[src/design/fsc_pkg.sv]
// Package for the falling-sand cell update block: field widths, codes and state types.
`default_nettype none
package fsc_pkg;

  // Fixed payload field widths
  localparam int unsigned CMD_W = 2;
  localparam int unsigned POS_W = 6;
  localparam int unsigned VAL_W = 8;

  // Command codes
  typedef enum logic [CMD_W-1:0] {
    CMD_WRITE  = 2'd0,
    CMD_READ   = 2'd1,
    CMD_SAND   = 2'd2,
    CMD_LIQUID = 2'd3
  } fsc_cmd_e;

  // Sequencer states
  typedef enum logic [3:0] {
    ST_CLEAR,
    ST_IDLE,
    ST_DISPATCH,
    ST_READ_WAIT,
    ST_PROBE,
    ST_CHECK,
    ST_MV_RD,
    ST_MV_CLR,
    ST_MV_WR,
    ST_RESULT
  } fsc_state_e;

  // Neighbor probes, in the order the rules try them
  typedef enum logic [2:0] {
    STEP_DOWN,
    STEP_DIAG1_LOW,
    STEP_DIAG1_SIDE,
    STEP_DIAG2_LOW,
    STEP_DIAG2_SIDE,
    STEP_SLIDE1,
    STEP_SLIDE2
  } fsc_step_e;

  // Column offset of a probe
  typedef enum logic [1:0] {
    OFS_ZERO,
    OFS_PLUS,
    OFS_MINUS
  } fsc_ofs_e;

endpackage
`default_nettype wire

[src/design/fsc_probe.sv]
// Shared neighbor unit: applies a column/row offset, checks the grid bounds, forms the address.
`default_nettype none
module fsc_probe #(
  parameter int unsigned GRID_WIDTH  = 64,
  parameter int unsigned GRID_HEIGHT = 64,
  parameter int unsigned CW          = 6,
  parameter int unsigned RW          = 6,
  parameter int unsigned AW          = 12
) (
  input  wire logic              [CW-1:0] col_i,
  input  wire logic              [RW-1:0] row_i,
  input  wire fsc_pkg::fsc_ofs_e          ofs_x_i,
  input  wire logic                       down_i,
  output logic                   [CW-1:0] col_o,
  output logic                   [RW-1:0] row_o,
  output logic                            in_grid_o,
  output logic                   [AW-1:0] addr_o
);
  import fsc_pkg::*;

  localparam logic [CW:0]   WLIM  = (CW+1)'(GRID_WIDTH);
  localparam logic [RW:0]   HLIM  = (RW+1)'(GRID_HEIGHT);
  localparam logic [CW-1:0] WLAST = CW'(GRID_WIDTH - 1);
  localparam logic [RW-1:0] HLAST = RW'(GRID_HEIGHT - 1);
  localparam logic [AW-1:0] WMUL  = AW'(GRID_WIDTH);

  logic base_ok;
  logic col_edge;
  logic row_edge;

  // Target coordinate
  always_comb begin
    case (ofs_x_i)
      OFS_PLUS:  col_o = col_i + CW'(1);
      OFS_MINUS: col_o = col_i - CW'(1);
      default:   col_o = col_i;
    endcase
    row_o = down_i ? row_i + RW'(1) : row_i;
  end

  // Bounds: base inside, and the step does not cross an edge
  assign base_ok   = ({1'b0, col_i} < WLIM) && ({1'b0, row_i} < HLIM);
  assign col_edge  = ((ofs_x_i == OFS_MINUS) && (col_i == '0)) ||
                     ((ofs_x_i == OFS_PLUS) && (col_i == WLAST));
  assign row_edge  = down_i && (row_i == HLAST);
  assign in_grid_o = base_ok && !col_edge && !row_edge;

  // Row-major address
  assign addr_o = AW'(row_o) * WMUL + AW'(col_o);

endmodule
`default_nettype wire

[config.mk]
export PLATFORM = sky130hd
export DESIGN_NAME = fsc_probe
export DESIGN_NICKNAME = d
export VERILOG_FILES = /design/src/design/fsc_pkg.sv /design/src/design/fsc_probe.sv
export SDC_FILE = /design/constraint.sdc
export NUM_CORES = 1
export LEC_CHECK = 0
export BUFFER_PORTS_ARGS = -buffer_cell sky130_fd_sc_hd__buf_2
export CORE_MARGIN = 10
export CORE_UTILIZATION = 45
export DETAILED_ROUTE_END_ITERATION = 6
export PLACE_DENSITY_LB_ADDON = 0.3
export SLEW_MARGIN = 10
export SYNTH_ARGS = -nofsm -noshare
export SYNTH_HDL_FRONTEND = slang
export SYNTH_SLANG_ARGS = --single-unit
export TNS_END_PERCENT = 1
[constraint.sdc]
create_clock -name vclk -period 3.9
set_input_delay 0.78 -clock vclk [all_inputs]
set_output_delay 0.78 -clock vclk [all_outputs]
set_load 0.02 [all_outputs]
# Word level (Yosys, flattened, before mapping)
# Cells that the tools add are included.
word_totals:
  reg_bits: 0
  in_bits: 15
  out_inout_bits: 25
  word_cells: 18
op_classes:
  add_sub_neg: 4
  eq_ne: 4
  muxes: 2
  reduce_logical: 8
op_table:
  columns: ["op", "n"]
  rows:
  - ["12-bit by 6-bit adder with 12-bit output", 1]
  - ["6-bit by 1-bit adder with 6-bit output, second input constant", 2]
  - ["6-bit equality test, second input constant", 2]
  - ["6-bit case mux with 2 select lines", 1]
  - ["6-bit logical NOT", 1]
  - ["6-bit 2-to-1 mux", 1]
  - ["6-bit by 1-bit subtractor with 6-bit output, second input constant", 1]
  - ["1-bit logical AND", 4]
  - ["2-bit by 1-bit equality test with 1-bit output, second input constant", 1]
  - ["2-bit equality test, second input constant", 1]
  - ["1-bit logical NOT", 2]
  - ["1-bit logical OR", 1]

# Logic depth before layout (Yosys ltp)
# Gate-level depths: netlist of the first run.
depth:
  word_depth: 5
  depth_mapped: 10
  depth_no_buf: 8

# Least setup slack after synthesis of the first run
# No wires, ideal clock.
synth_path:
  kind: "input to output"
  from: "input ofs_x_i[0]"
  to: "output col_o[4]"
  arrival_ns: 2.795
  t_required_ns: 3.120
  setup_slack_ns: 0.325
  stages: 10
  cell_sequence: "inv_1 -> ha_1 -> buf_1 -> xor2_1 -> ha_1 -> a21o_1 -> a21oi_1 -> a2111oi_2 -> xnor2_1 -> buf_4"
synth_via:
  elab_chain_cells: 2
synth_rtl:
  columns: ["item", "line", "text"]
  rows:
  - ["from (decl)", "fsc_probe.sv:12", "input wire fsc_pkg::fsc_ofs_e ofs_x_i,"]
  - ["2-bit equality test or 2-bit by 1-bit equality test with 1-bit output (tied branches)", "fsc_probe.sv:33", "case (ofs_x_i)"]
  - ["6-bit case mux with 2 select lines (*)", "fsc_probe.sv:33", null]
  - ["to (decl)", "fsc_probe.sv:14", "output logic [CW-1:0] col_o,"]
# Every way passes the cells marked *; elsewhere a longest branch is shown, timed or not.

# Worst setup path after layout of the first run
# Ends and elaborated chain as after synthesis.

==> results.yml, run 1 <==
layout:
  seq_area_um2: 0
  final.fill_count: 145
  n_antenna_cell: 0
  drive_gt1_share_pct: 43.40
  post_layout_nonfiller_instances: 121
  clock_buffers: 0
  nNetsFinal: 128
  postLayoutCoreUtil_pct: 54.72
  seq_cell_count: 0
  syn_to_final_growth_pct: 16.84
drt:
  first_pass_iters: 4
  antenna_left: 0
  drt_iter0_markers: 13
  num_vias: 638
  drc: 0
  vias_per_cell: 5.273
  drt_wl_total_um: 1613
  wl_per_cell_um: 13.33
floorplan:
  rows: 13
  initial_core_util_pct: 46.84
  coreArea_um2: 1285
  die_area_um2: 3200
  pin_count: 40
  chipHeight_um: 56.57
  die-width_um: 56.57
job:
  max_cap_violations: 0
power:
  power_density_nw_per_um2: 183.8
  swShare_pct: 63.42
  seqPwrFrac_pct: 0
  clockPowerShare_pct: 0
  p_int_w: 0.00004726
  power.leakage_nw: 0.3661
  p_switching_w: 0.00008195
  comb_power_share_pct: 100.0
  peakVddDrop_v: 0.00007115
sta:
  period_minus_slack_ns: 3.282
  rsz0062_at_grt: "no"
  worstMarginPinSlew_ns: 0.3879
  fin_setup_tns_ns: 0
  fmax_mhz: 304.7
  setup_ws_ns: 0.6180
  finalSetupViolCount: 0
  finalHoldViolCount: 0
  slew_viol_final: 0
  fin_crit_sh_pct: 84.15
  maxSlewHeadroom_pct: 74.14
  hold_ws_ns: 1.890
global_routing:
  use_met2_pct: 15.20
  grtUsageMet3_pct: 1.573
  grt_pass1_wl_um: 2594
  grt_max_degree: 13
  track_usage_pct: 8.791
  overflow: 0
  antenna_found_initial: 0
  met1_usage_pct: 11.47
  grt_pass1_vias: 576
  top_usage_layer: "met2"
synth:
  syn_area_um2: 601.8
  yosysSeqAreaShare_pct: 0
  synth_area_per_cell_um2: 7.165
  yosysUniqueCellTypes: 34
  yosys_warnings: 0
  netlist_instances: 84
  synth_nets: 104
place:
  portBuffers: 40
  pre_cts_slack_ns: 0.6137
  place_congestion: 0.7698
  place_inst: 121
  detailed_place_hpwl_um: 1360
critical_path:
  critPathLaunchType: "primary input"
  cp-end-kind: "output pin"
  crit_fanout: 4
  cp.required_ns: 3.12
  cp.arrival_ns: 2.50
  critPathKind: "primary input to output pin"
clocking:
  post_cts_buffers: 0
  cts_resized: 0
  ctsHoldBuffers: 0
run_status:
  status: "finished, final reports clean"
min_path:
  min_path_type: "primary input to output pin"
==> path summary, 6_finish.rpt <==
path                          to  depth (start not counted)  startpoint  slack [ns]
worst max-delay path    col_o[4]                         10  ofs_x_i[0]        0.62
worst min-delay path  addr_o[11]                          3    row_i[5]        1.89
==> synthesized netlist by cell type, types with 2 or more instances <==
library cell  instances  share of area (%)
nor2_1                7                4.4
mux2_2                2                3.7
nand4_1               2                2.1
nand3_1               3                2.5
a21oi_1               2                1.7
ha_1                  5                 10
mux2i_1               2                3.3
inv_1                 4                2.5
xor2_1                6                8.7
xnor2_1               5                7.3
nand2_1               6                3.7
nand3b_1              3                3.7
buf_4                12                 15
a31oi_1               2                2.1
clkbuf_1              4                2.5
==> power by group through the flow <==
| stage | Sequential [W] | Combinational (W) | Clock, W |
|---|---|---|---|
| after floorplan | 0 | 0.000106 | 0 |
| after detailed placement | 0 | 0.000131 | 0 |
| after global placement | 0 | 0.000130 | 0 |
| after CTS | 0 | 0.000131 | 0 |
| final | 0 | 0.000129 | 0 |
| after global routing | 0 | 0.000140 | 0 |
==> routing by layer <==
metal	share of wire [%]	up-vias
met5	0	-
met4	0	0
met3	6.3	0
met2	50	19
met1	44	292
li1	-	327
==> cell usage in the layout, fill, tap and decap left out, types with 2 or more instances in the layout <==
cell type	count
nand4_1	2
nand3_1	3
nand3b_1	3
a21oi_1	2
nand2_1	6
nor2_1	7
xor2_1	6
inv_1	4
xnor2_1	5
mux2_2	2
a31oi_1	2
ha_1	5
buf_2	40
mux2i_1	2
==> critical path: stages <==
cell,delay [ns]
buf_2,0.09
inv_1,0.05
ha_1,0.21
xor2_1,0.16
ha_1,0.26
a21o_1,0.14
a21oi_1,0.07
a2111oi_2,0.38
xnor2_1,0.17
buf_2,0.19
==> layout make-up <==
type               instances  area (um^2)  area share [%]
multi-input cells         61        461.7           65.66
repair buffers            41        207.7           29.54
well taps                 15        18.77           2.669
inverters                  4        15.01           2.135
==> stage by stage <==
stage	area, um^2	total power, W
2_1_floorplan	601.8	0.0001060
3_3_place_gp	703.2	0.0001297
3_5_place_dp	703.2	0.0001309
4_1_cts	703.2	0.0001313
5_1_grt	703.2	0.0001400
6_report	703.2	0.0001292
==> cell families (layout without fill, tap and decap cells) <==
group                    Yosys count  count (layout)  share of synthesized area [%]
AND/OR/NAND/NOR                   25              25                          21.83
buffers and inverters             23              45                          23.28
AO/OA/AOI/OAI                     16              16                          21.42
XOR/XNOR                          11              11                          16.01
adder cells (fa/ha/maj)            5               5                          10.40
multiplexers                       4               4                          7.068
No activity file was read; power rests on OpenSTA's default activity.
==> run 2: changes to the inputs <==
--- a/config.mk
+++ b/config.mk
@@ -7,7 +7,7 @@
 export LEC_CHECK = 0
 export BUFFER_PORTS_ARGS = -buffer_cell sky130_fd_sc_hd__buf_2
 export CORE_MARGIN = 10
-export CORE_UTILIZATION = 45
+export CORE_UTILIZATION = 40
 export DETAILED_ROUTE_END_ITERATION = 6
 export PLACE_DENSITY_LB_ADDON = 0.3
 export SLEW_MARGIN = 10
==> constraint.sdc (replaced) <==
create_clock -name vclk -period 2.9
set_input_delay 0.58 -clock vclk [all_inputs]
set_output_delay 0.58 -clock vclk [all_outputs]
set_load 0.02 [all_outputs]
==> run 2 against run 1 <==
  * Die area up 8.0%
  * First-iteration DRC count fell by 23%
  * Sequential share of layout area stayed put
  * Cell count up 1.7%
  * Worst setup slack got worse by 0.56 ns
  * Sequential cell count unchanged
  * Via count shrank 2.7%
  * Combinational power is 41% higher
  * Critical path depth stayed put
  * Highest routed layer unchanged
==> results.yml, run 2 (same netlist as run 1, synthesis figures left out) <==
run_status:
  status: "finished, final reports clean"
power:
  design_power_total_w: 0.0001817
  power_density_nw_per_um2: 244.4
  peakVddDrop_v: 0.0001237
  power.leakage_nw: 0.3791
sta:
  period_minus_slack_ns: 2.841
  worstMarginPinSlew_ns: 0.3897
  fmax_mhz: 352.0
  rsz0062_at_grt: "yes"
  setup_ws_ns: 0.05906
  finalSetupViolCount: 0
  slew_viol_final: 0
  maxSlewHeadroom_pct: 74.02
  fin_crit_sh_pct: 97.96
  hold_ws_ns: 1.475
  finalHoldViolCount: 0
layout:
  final.fill_count: 153
  final_common_cell: "buf_2"
  n_antenna_cell: 0
  clock_buffers: 0
  drive_gt1_share_pct: 47.22
  stdcell_area_um2: 743.2
  layout_common_cells: "40 x buf_2, 7 x nor2_1, 6 x xor2_1, 6 x nand2_1"
  nNetsFinal: 130
  syn_to_final_growth_pct: 23.49
  seq_area_um2: 0
  seq_cell_count: 0
floorplan:
  pin_count: 40
  chipHeight_um: 58.79
  die-width_um: 58.79
  die_area_um2: 3456
  coreArea_um2: 1366
  initial_core_util_pct: 44.05
  rows: 13
drt:
  met1_length_um: 708
  num_vias: 621
  antenna_left: 0
  wl_met2_um: 809
  first_pass_iters: 4
  drt_wl_total_um: 1656
  vias_per_cell: 5.049
  drt_iter0_markers: 10
  met3_length_um: 138
  wl_per_cell_um: 13.46
  drc: 0
  maxUsedRoutingLayer: "met3"
critical_path:
  crit_fanout: 4
  cp.required_ns: 2.32
  cp-end-kind: "output pin"
  max_stage_delay_ns: 0.34
  critPathKind: "primary input to output pin"
  path_cells: "buf_2, inv_1, ha_2, xor2_1, ha_2, a21o_1, a21oi_1, a2111oi_4, xnor2_2, buf_2"
  slowest_stage: "a2111oi_4"
  cp.arrival_ns: 2.26
  critPathLaunchType: "primary input"
place:
  portBuffers: 40
  postPlaceCellArea_um2: 743.2
  detailed_place_hpwl_um: 1442
  place_congestion: 0.8098
  pre_cts_slack_ns: 0.05695
clocking:
  ctsHoldBuffers: 0
  cts_resized: 0
  post_cts_buffers: 0
global_routing:
  grt_max_degree: 13
  track_usage_pct: 8.255
  overflow: 0
  antenna_found_initial: 0
  grt_pass1_vias: 566
  grt_pass1_wl_um: 2518
job:
  max_cap_violations: 0
min_path:
  min_path_type: "primary input to output pin"
## run 2: critical path, delay by kind of cell
kind	cells	cell delay [ns]
AOI/OAI and AO/OA	3	0.56
adders and majority gates	2	0.44
buffers and inverters	3	0.36
xor gates and xnor gates	2	0.32
## run 2: path summary, 6_finish.rpt
check	slack, ns	from	to	cells past startpoint
setup / recovery	0.06	ofs_x_i[0]	addr_o[4]	10
hold / removal	1.47	row_i[5]	addr_o[11]	3
## run 2: where the power goes
part	internal, W	leakage (nW)	total, W	switching, W
clock network	0	0	0	0
logic	0.0000678	0.379	0.000182	0.000114
registers	0	0	0	0
total	0.0000678	0.379	0.000182	0.000114
## run 2: cell type report
type / count / area [um^2] / area share [%]
well taps: 15 / 18.77 / 2.525
repair buffers: 43 / 222.7 / 29.97
multi-input cells: 61 / 486.7 / 65.49
inverters: 4 / 15.01 / 2.020
## run 2: layer usage
| layer | vias to the layer above | global-route usage (%) |
|---|---|---|
| li1 | 334 | - |
| met1 | 267 | 10.50 |
| met4 | 0 | 0 |
| met3 | 0 | 2.146 |
| met2 | 20 | 14.26 |
| met5 | - | 0 |
## run 2: per-stage QoR
step | utilization (%) | TNS, ns | instances
6_report | 54.40 | 0 | 123
5_1_grt | 54.40 | -0.03047 | 123
4_1_cts | 54.40 | 0 | 123
3_5_place_dp | 54.40 | 0 | 123
3_3_place_gp | 54.40 | 0 | 123
2_1_floorplan | - | 0 | 84
